File: src/hdl/brb_pkg.sv
// byte ring buffer burst read: shared beat types, command codes and register indexes
// no dependencies
`timescale 1ns / 1ps
`default_nettype none

package brb_pkg;

  localparam logic [1:0] CMD_WRITE = 2'd0;
  localparam logic [1:0] CMD_READ  = 2'd1;
  localparam logic [1:0] CMD_CLEAR = 2'd2;

  localparam logic REG_MIN_AVAIL   = 1'b0;
  localparam logic REG_BURST_LIMIT = 1'b1;

  localparam logic [7:0] MIN_AVAIL_RST   = 8'd3;
  localparam logic [4:0] BURST_LIMIT_RST = 5'd30;

  typedef struct packed {
    logic [1:0] command;
    logic [7:0] data_byte;
    logic [7:0] start_position;
  } brb_in_t;

  typedef struct packed {
    logic [7:0] data_out;
    logic [8:0] dest_index;
    logic       no_data;
    logic       last;
  } brb_out_t;

endpackage

`default_nettype wire

File: src/hdl/byte_ring_buffer_burst_read_core.sv
// Byte ring buffer with burst read. A write or clear beat is taken while idle and gives
// no result. A read beat that finds n bytes available (after the minimum threshold and
// the burst clamp) holds off the input until all n bytes are fetched, longer while
// downstream stalls and the output queue is full; the memory read port fetches one byte
// per cycle while the queue has room, and bytes leave at one per cycle when downstream
// does not stall, through a two-entry output queue. A read that finds nothing holds off
// the input until the queue has room, and gives a single no-data beat. The store is one
// synchronous RAM of BUFFER_DEPTH bytes; its single read port sets the burst rate.
// depends on brb_pkg, brb_ram, brb_out_fifo
`timescale 1ns / 1ps
`default_nettype none

module byte_ring_buffer_burst_read_core
  import brb_pkg::*;
#(
  parameter int BUFFER_DEPTH = 256,
  parameter int MAX_BURST    = 30
) (
  input  wire logic       clk_i,
  input  wire logic       rst_ni,
  input  wire logic       in_valid_i,
  output logic            in_stall_o,
  input  wire brb_in_t    in_data_i,
  output logic            out_valid_o,
  input  wire logic       out_stall_i,
  output brb_out_t        out_data_o,
  input  wire logic       cfg_we_i,
  input  wire logic       cfg_idx_i,
  input  wire logic [7:0] cfg_wdata_i
);

  localparam int PTR_W = $clog2(BUFFER_DEPTH);
  localparam int AVW   = (PTR_W + 1 > 8) ? PTR_W + 1 : 8;
  localparam int BW    = $clog2(MAX_BURST + 1);
  localparam logic [PTR_W:0]   DEPTH_EXT = (PTR_W + 1)'(BUFFER_DEPTH);
  localparam logic [PTR_W-1:0] PTR_LAST  = PTR_W'(BUFFER_DEPTH - 1);
  localparam logic [AVW-1:0]   MAX_EXT   = AVW'(MAX_BURST);

  typedef enum logic [1:0] {
    ST_IDLE,
    ST_BURST,
    ST_EMPTY
  } state_e;

  state_e         state_q, state_d;
  logic [PTR_W-1:0] wr_ptr_q, wr_ptr_d;
  logic [PTR_W-1:0] rd_ptr_q, rd_ptr_d;
  logic [7:0]     min_avail_q, min_avail_d;
  logic [4:0]     burst_lim_q, burst_lim_d;
  logic [7:0]     start_q, start_d;
  logic [BW-1:0]  rem_q, rem_d;
  logic [BW-1:0]  offs_q, offs_d;
  logic           inflight_q, inflight_d;
  logic [8:0]     meta_dest_q, meta_dest_d;
  logic           meta_last_q, meta_last_d;

  logic           accept;
  logic           pop;
  logic           space;
  logic           issue;
  logic [2:0]     occupancy;
  logic [PTR_W:0] ptr_dist;
  logic [AVW-1:0] avail;
  logic [AVW-1:0] limit;
  logic [AVW-1:0] count_ext;
  logic [BW-1:0]  count;
  logic [7:0]     ram_rdata;
  logic           fifo_push;
  brb_out_t       fifo_push_data;
  logic [1:0]     fifo_count;

  assign in_stall_o = (state_q != ST_IDLE);
  assign accept     = in_valid_i & ~in_stall_o;
  assign pop        = out_valid_o & ~out_stall_i;
  assign occupancy  = {1'b0, fifo_count} + {2'b0, inflight_q} - {2'b0, pop};
  assign space      = (occupancy < 3'd2);
  assign issue      = (state_q == ST_BURST) & space;

  always_comb begin
    if (wr_ptr_q >= rd_ptr_q) begin
      ptr_dist = {1'b0, wr_ptr_q} - {1'b0, rd_ptr_q};
    end else begin
      ptr_dist = DEPTH_EXT - {1'b0, rd_ptr_q} + {1'b0, wr_ptr_q};
    end
    avail = AVW'(ptr_dist);
    if (avail < AVW'(min_avail_q)) begin
      avail = '0;
    end
    limit = (AVW'(burst_lim_q) > MAX_EXT) ? MAX_EXT : AVW'(burst_lim_q);
    count_ext = (avail > limit) ? limit : avail;
    count = count_ext[BW-1:0];
  end

  always_comb begin
    state_d     = state_q;
    wr_ptr_d    = wr_ptr_q;
    rd_ptr_d    = rd_ptr_q;
    min_avail_d = min_avail_q;
    burst_lim_d = burst_lim_q;
    start_d     = start_q;
    rem_d       = rem_q;
    offs_d      = offs_q;
    inflight_d  = issue;
    meta_dest_d = meta_dest_q;
    meta_last_d = meta_last_q;

    if (cfg_we_i) begin
      unique case (cfg_idx_i)
        REG_MIN_AVAIL:   min_avail_d = cfg_wdata_i;
        REG_BURST_LIMIT: burst_lim_d = cfg_wdata_i[4:0];
        default:         ;
      endcase
    end

    unique case (state_q)
      ST_IDLE: begin
        if (accept) begin
          unique case (in_data_i.command)
            CMD_WRITE: begin
              wr_ptr_d = (wr_ptr_q == PTR_LAST) ? '0 : wr_ptr_q + 1'b1;
            end
            CMD_CLEAR: begin
              wr_ptr_d = '0;
              rd_ptr_d = '0;
            end
            CMD_READ: begin
              start_d = in_data_i.start_position;
              rem_d   = count;
              offs_d  = '0;
              state_d = (count == '0) ? ST_EMPTY : ST_BURST;
            end
            default: ;
          endcase
        end
      end
      ST_BURST: begin
        if (issue) begin
          meta_dest_d = {1'b0, start_q} + 9'(offs_q);
          meta_last_d = (rem_q == BW'(1));
          rd_ptr_d    = (rd_ptr_q == PTR_LAST) ? '0 : rd_ptr_q + 1'b1;
          offs_d      = offs_q + 1'b1;
          rem_d       = rem_q - 1'b1;
          if (rem_q == BW'(1)) begin
            state_d = ST_IDLE;
          end
        end
      end
      ST_EMPTY: begin
        if (space) begin
          state_d = ST_IDLE;
        end
      end
      default: state_d = ST_IDLE;
    endcase
  end

  always_ff @(posedge clk_i or negedge rst_ni) begin
    if (!rst_ni) begin
      state_q     <= ST_IDLE;
      wr_ptr_q    <= '0;
      rd_ptr_q    <= '0;
      min_avail_q <= MIN_AVAIL_RST;
      burst_lim_q <= BURST_LIMIT_RST;
      start_q     <= '0;
      rem_q       <= '0;
      offs_q      <= '0;
      inflight_q  <= 1'b0;
      meta_dest_q <= '0;
      meta_last_q <= 1'b0;
    end else begin
      state_q     <= state_d;
      wr_ptr_q    <= wr_ptr_d;
      rd_ptr_q    <= rd_ptr_d;
      min_avail_q <= min_avail_d;
      burst_lim_q <= burst_lim_d;
      start_q     <= start_d;
      rem_q       <= rem_d;
      offs_q      <= offs_d;
      inflight_q  <= inflight_d;
      meta_dest_q <= meta_dest_d;
      meta_last_q <= meta_last_d;
    end
  end

  brb_ram #(
    .WIDTH(8),
    .DEPTH(BUFFER_DEPTH)
  ) u_store (
    .clk_i  (clk_i),
    .we_i   (accept & (in_data_i.command == CMD_WRITE)),
    .waddr_i(wr_ptr_q),
    .wdata_i(in_data_i.data_byte),
    .re_i   (issue),
    .raddr_i(rd_ptr_q),
    .rdata_o(ram_rdata)
  );

  always_comb begin
    fifo_push = inflight_q | ((state_q == ST_EMPTY) & space);
    if (inflight_q) begin
      fifo_push_data.data_out   = ram_rdata;
      fifo_push_data.dest_index = meta_dest_q;
      fifo_push_data.no_data    = 1'b0;
      fifo_push_data.last       = meta_last_q;
    end else begin
      fifo_push_data.data_out   = 8'd0;
      fifo_push_data.dest_index = {1'b0, start_q};
      fifo_push_data.no_data    = 1'b1;
      fifo_push_data.last       = 1'b1;
    end
  end

  brb_out_fifo u_out (
    .clk_i      (clk_i),
    .rst_ni     (rst_ni),
    .push_i     (fifo_push),
    .push_data_i(fifo_push_data),
    .pop_i      (pop),
    .valid_o    (out_valid_o),
    .data_o     (out_data_o),
    .count_o    (fifo_count)
  );

endmodule

`default_nettype wire

File: src/hdl/brb_ram.sv
// generic single-port-write, single-port-read ram with registered read data
// no dependencies
`timescale 1ns / 1ps
`default_nettype none

module brb_ram #(
  parameter int WIDTH = 8,
  parameter int DEPTH = 256
) (
  input  wire logic                     clk_i,
  input  wire logic                     we_i,
  input  wire logic [$clog2(DEPTH)-1:0] waddr_i,
  input  wire logic [WIDTH-1:0]         wdata_i,
  input  wire logic                     re_i,
  input  wire logic [$clog2(DEPTH)-1:0] raddr_i,
  output logic      [WIDTH-1:0]         rdata_o
);

  logic [WIDTH-1:0] mem [DEPTH];

  always_ff @(posedge clk_i) begin
    if (we_i) begin
      mem[waddr_i] <= wdata_i;
    end
    if (re_i) begin
      rdata_o <= mem[raddr_i];
    end
  end

endmodule

`default_nettype wire

File: src/hdl/brb_out_fifo.sv
// two-entry output queue that decouples result beats from the downstream stall
// depends on brb_pkg
`timescale 1ns / 1ps
`default_nettype none

module brb_out_fifo
  import brb_pkg::*;
(
  input  wire logic     clk_i,
  input  wire logic     rst_ni,
  input  wire logic     push_i,
  input  wire brb_out_t push_data_i,
  input  wire logic     pop_i,
  output logic          valid_o,
  output brb_out_t      data_o,
  output logic [1:0]    count_o
);

  brb_out_t   slot_q [2];
  logic       wr_sel_q, wr_sel_d;
  logic       rd_sel_q, rd_sel_d;
  logic [1:0] count_q, count_d;

  always_comb begin
    wr_sel_d = push_i ? ~wr_sel_q : wr_sel_q;
    rd_sel_d = pop_i ? ~rd_sel_q : rd_sel_q;
    count_d  = count_q + {1'b0, push_i} - {1'b0, pop_i};
  end

  always_ff @(posedge clk_i or negedge rst_ni) begin
    if (!rst_ni) begin
      wr_sel_q <= 1'b0;
      rd_sel_q <= 1'b0;
      count_q  <= 2'd0;
    end else begin
      wr_sel_q <= wr_sel_d;
      rd_sel_q <= rd_sel_d;
      count_q  <= count_d;
    end
  end

  always_ff @(posedge clk_i) begin
    if (push_i) begin
      slot_q[wr_sel_q] <= push_data_i;
    end
  end

  assign valid_o = (count_q != 2'd0);
  assign data_o  = slot_q[rd_sel_q];
  assign count_o = count_q;

endmodule

`default_nettype wire

File: config.mk
export PLATFORM = sky130hd
export DESIGN_NAME = byte_ring_buffer_burst_read_core
export DESIGN_NICKNAME = d
export VERILOG_FILES = /design/src/hdl/brb_pkg.sv /design/src/hdl/byte_ring_buffer_burst_read_core.sv /design/src/hdl/brb_ram.sv /design/src/hdl/brb_out_fifo.sv
export SDC_FILE = /design/constraint.sdc
export NUM_CORES = 2
export LEC_CHECK = 0
export ABC_AREA = 1
export BUFFER_PORTS_ARGS = -buffer_cell sky130_fd_sc_hd__buf_4
export CAP_MARGIN = 0
export CORE_MARGIN = 8
export CORE_UTILIZATION = 60
export CTS_BUF_LIST = sky130_fd_sc_hd__clkbuf_4
export DETAILED_ROUTE_END_ITERATION = 12
export PLACE_DENSITY_LB_ADDON = 0.08
export SLEW_MARGIN = 20
export SYNTH_ARGS = -nofsm -noshare
export SYNTH_HDL_FRONTEND = slang
export SYNTH_SLANG_ARGS = --single-unit
File: constraint.sdc
create_clock -name clk_i -period 5.62 [get_ports clk_i]
set_clock_uncertainty 0.05 [all_clocks]
set_input_delay 1.124 -clock clk_i [delete_from_list [all_inputs] [get_ports clk_i]]
set_output_delay 1.124 -clock clk_i [all_outputs]
set_load 0.01 [all_outputs]
==> flow_summary.ini <==
[run_status]
outcome = finished, final reports clean

[grt]
grt_max_degree = 178
grt_usage = 0.2979
grt_pass1_vias = 56990
grt_pass1_wl_mm = 355.3
overflow = 0
antenna_found_initial = 7

[setup_path]
r2r_end = state_q[1]$_DFFE_PN0P_
startpoint_type = flip-flop
crit_buf_inv = 4
timing.rr.start = wr_ptr_q[0]$_DFFE_PN0P_
crit_slowest_cell = dfrtp_1
crit_family = simple AND/OR/NAND/NOR gates
worstSetupEndpointType = flip-flop
arrival_ns = 5.61
setup.worst_path.class = flip-flop to flip-flop
cp_slowest_stage_delay_ns = 0.42
reg2reg_depth = 30
path_max_fanout = 6
cp.required_ns = 6.72
critical_path.most_common_cell = nand2_1
regToRegSetupSlack_ns = 1.11

[pwr]
power_frac_clock = 0.283
p_sw_mw = 16.84
seqPwrFrac = 0.400
irDropWorstVdd_mv = 0.5078
p_sw_frac = 0.3683
leakage_nw = 32.72
p_comb_frac = 0.317
internal_power_mw = 28.88
p_per_area_nw_per_um2 = 474.8

[min_path]
hp-start = cfg_wdata_i[2]
whs_path_depth = 3
hold_path_class = input pin to flip-flop
hold_path_end = burst_lim_q[2]$_DFFE_PN1P_

[floorplan]
num_rows = 140
die_h_um = 397.0
die-area_um2 = 157600
initial_core_util = 0.6012
coreArea_um2 = 144900
die_w_um = 397.0
io_pins = 53

[drt]
via_count = 58500
wl_per_cell_um = 25.29
first_iter_violations = 6941
via_per_inst = 6.196
wl_mm = 238.8
first_pass_iters = 6
drc_errors = 0
drtAntennaViolNets = 0

[clock_tree]
clock_path_buffers = 4
clkTransAtPathRegs_ns = 0.07
cts_buffers = 560
insertion_delay_ns = 1.26
cts-htree-levels = 6
cts_sinks = 2158
post_cts_resized = 0
cts-root-buf = clkbuf_4
tritoncts = built

[finish]
multi_input_area_um2 = 19980
fin_cells = 9442
regArea_um2 = 64510
syn_to_final_growth_pct = 10.56
layout.nets = 7242
nFillCells = 10720
drive_above_1_share = 0.1519

[logic_synthesis]
netlist_top_cells_area = edfxtp_1, o21ai_0, nor2_1, nand2_1, o22ai_1
synth_area_leader_cell = edfxtp_1
synth-seq-cells = 2158
synth.distinct_cells = 50
yosysWarnings = 0
ys_seq_area_frac = 0.7404
synth.avg_cell_area_um2 = 12.76
synth-edff-count = 2094
syn_inst = 6827
syn-num-nets = 6898
syn_area_um2 = 87100
ys.flop_type = edfxtp_1
async_flop_share = 0.02966
post-synth-top-area-fraction = 0.7219

[sta]
post-route-min-period_ns = 4.513
max_slew_margin = 0.1824
drv_slew = 0
setup_tns_ns = 0
period_share = 0.8029
hold_viol = 0
worstMarginPinSlew_ns = 1.222
setup_viol = 0
clock.fmax_ghz = 0.2216
rsz0062_at_grt = no

[job]
cap_violations = 0

[placement]
post-place-cells = 8515
hpwlAfterDp_mm = 131.0
routabilityCongestion = 0.9064
io_buffers = 52
==> metal layers <==
| layer | share of wire | track usage |
|---|---|---|
| met1 | 0.40 | 0.4112 |
| met2 | 0.46 | 0.4558 |
| met3 | 0.10 | 0.07480 |
| met4 | 0.038 | 0.1268 |
| met5 | 0.00011 | 0 |
==> synthesized netlist by cell type (all sizes together), types with 2 or more instances <==
| cell type | number |
|---|---|
| o2111ai | 11 |
| o211ai | 91 |
| buf | 256 |
| nand3 | 158 |
| nand4 | 5 |
| o21bai | 2 |
| nor2 | 1301 |
| nor4 | 3 |
| o221ai | 163 |
| nor3 | 17 |
| inv | 130 |
| clkinv | 5 |
| o31ai | 4 |
| ha | 36 |
| dfrtp | 58 |
| o22ai | 305 |
| xor2 | 9 |
| nand2 | 673 |
| clkbuf | 213 |
| dfstp | 6 |
| a21oi | 130 |
| a211oi | 4 |
| o21ai | 1076 |
| mux2i | 56 |
| and2 | 2 |
| fa | 3 |
| edfxtp | 2094 |
| a31oi | 6 |
==> layout by cell type, fill, tap and decap left out, drive strengths merged, types with 2 or more instances in the layout <==
cell	Yosys	final
a211oi	4	4
a21oi	130	130
a31oi	6	6
and2	2	2
buf	256	240
bufinv	0	5
clkbuf	213	828
clkinv	5	68
dfrtp	58	58
dfstp	6	6
diode	0	12
dlygate4sd3	0	11
edfxtp	2094	2094
fa	3	3
ha	36	36
inv	130	137
mux2i	56	56
nand2	673	673
nand3	158	158
nand4	5	5
nor2	1301	1301
nor3	17	17
nor4	3	3
o2111ai	11	11
o211ai	91	91
o21ai	1076	1076
o21bai	2	2
o221ai	163	163
o22ai	305	305
o31ai	4	4
xor2	9	9
==> cell type report <==
type | instances | area share
multi-input cells | 4065 | 0.2075
repair buffers | 251 | 0.02282
clock buffers | 828 | 0.06455
diodes | 12 | 0.0003118
flip-flops and latches | 2158 | 0.6699
well taps | 1917 | 0.02491
inverters | 135 | 0.005639
clock inverters | 76 | 0.004431
==> worst max-delay path by stage <==
stage / start / to / slack [ns] / depth (start not counted)
finish: wr_ptr_q[0]$_DFFE_PN0P_ / state_q[1]$_DFFE_PN0P_ / 1.11 / 30
CTS: u_out.rd_sel_q$_DFFE_PN0P_ / out_data_o[8] / 1.09 / 4
detailed placement: wr_ptr_q[0]$_DFFE_PN0P_ / state_q[1]$_DFFE_PN0P_ / 1.16 / 30
global route: wr_ptr_q[0]$_DFFE_PN0P_ / state_q[1]$_DFFE_PN0P_ / 0.57 / 31
floorplan: rd_ptr_q[2]$_DFFE_PN0P_ / state_q[0]$_DFFE_PN0P_ / 1.25 / 31
global placement: wr_ptr_q[0]$_DFFE_PN0P_ / state_q[1]$_DFFE_PN0P_ / 1.11 / 31
==> power by group through the flow <==
stage	Combinational, mW	Sequential [mW]	Clock [mW]
2_1_floorplan	9.32	18.4	0
6_report	14.5	18.3	12.9
3_5_place_dp	14.2	18.6	0
5_1_grt	15.7	18.3	13.9
3_3_place_gp	14.1	18.6	0
4_1_cts	14.3	18.3	13.1
==> cell families (layout without fill, tap and decap cells) <==
kind of cell               after synthesis  in the layout  share of synthesized area
and+or+nand+nor                       2161           2161                    0.09702
DFF                                   2158           2158                     0.7404
AOI/OAI and AO/OA                     1799           1799                     0.1186
buffers and inverters                  604           1290                    0.03064
muxes                                   56             56                   0.006436
adders and majority gates               39             39                   0.005861
xor gates and xnor gates                10             10                   0.001006
other                                    0             12                          0
==> repair_timing <==
| item | in CTS | in global routing |
|---|---|---|
| setup buffers | 0 | 0 |
| hold buffers | 11 | 0 |
| endpoints found under the hold margin | 68 | 0 |
| setup endpoints to repair | 0 | 0 |
==> metrics by stage <==
step / total power [mW] / hold WS, ns / utilization / instance area, µm² / setup slack [ns]
final: 45.72 / 0.1219 / 0.6647 / 96290 / 1.107
after global routing: 47.97 / 0.04017 / 0.6647 / 96280 / 0.5673
after CTS: 45.68 / 0.001002 / 0.6645 / 96260 / 1.092
after detailed placement: 32.87 / 0.3950 / 0.6179 / 89510 / 1.163
after global placement: 32.68 / 0.3886 / 0.6179 / 89500 / 1.106
after floorplan: 27.77 / 0.3808 / - / 87100 / 1.248
==> worst min-delay path, cell delays in order <==
cell and delay (ns):
buf_4 0.11, inv_1 0.07, o21ai_0 0.08
==> registers in the layout, summed over array words and instances (netlist names), 8 cells and up <==
register,cells
start_q,8
u_store.rdata_o,8
u_store.mem,2048
min_avail_q,8
rd_ptr_q,8
meta_dest_q,9
u_out.slot_q,38
wr_ptr_q,8
No activity file was read; power rests on OpenSTA's default activity.
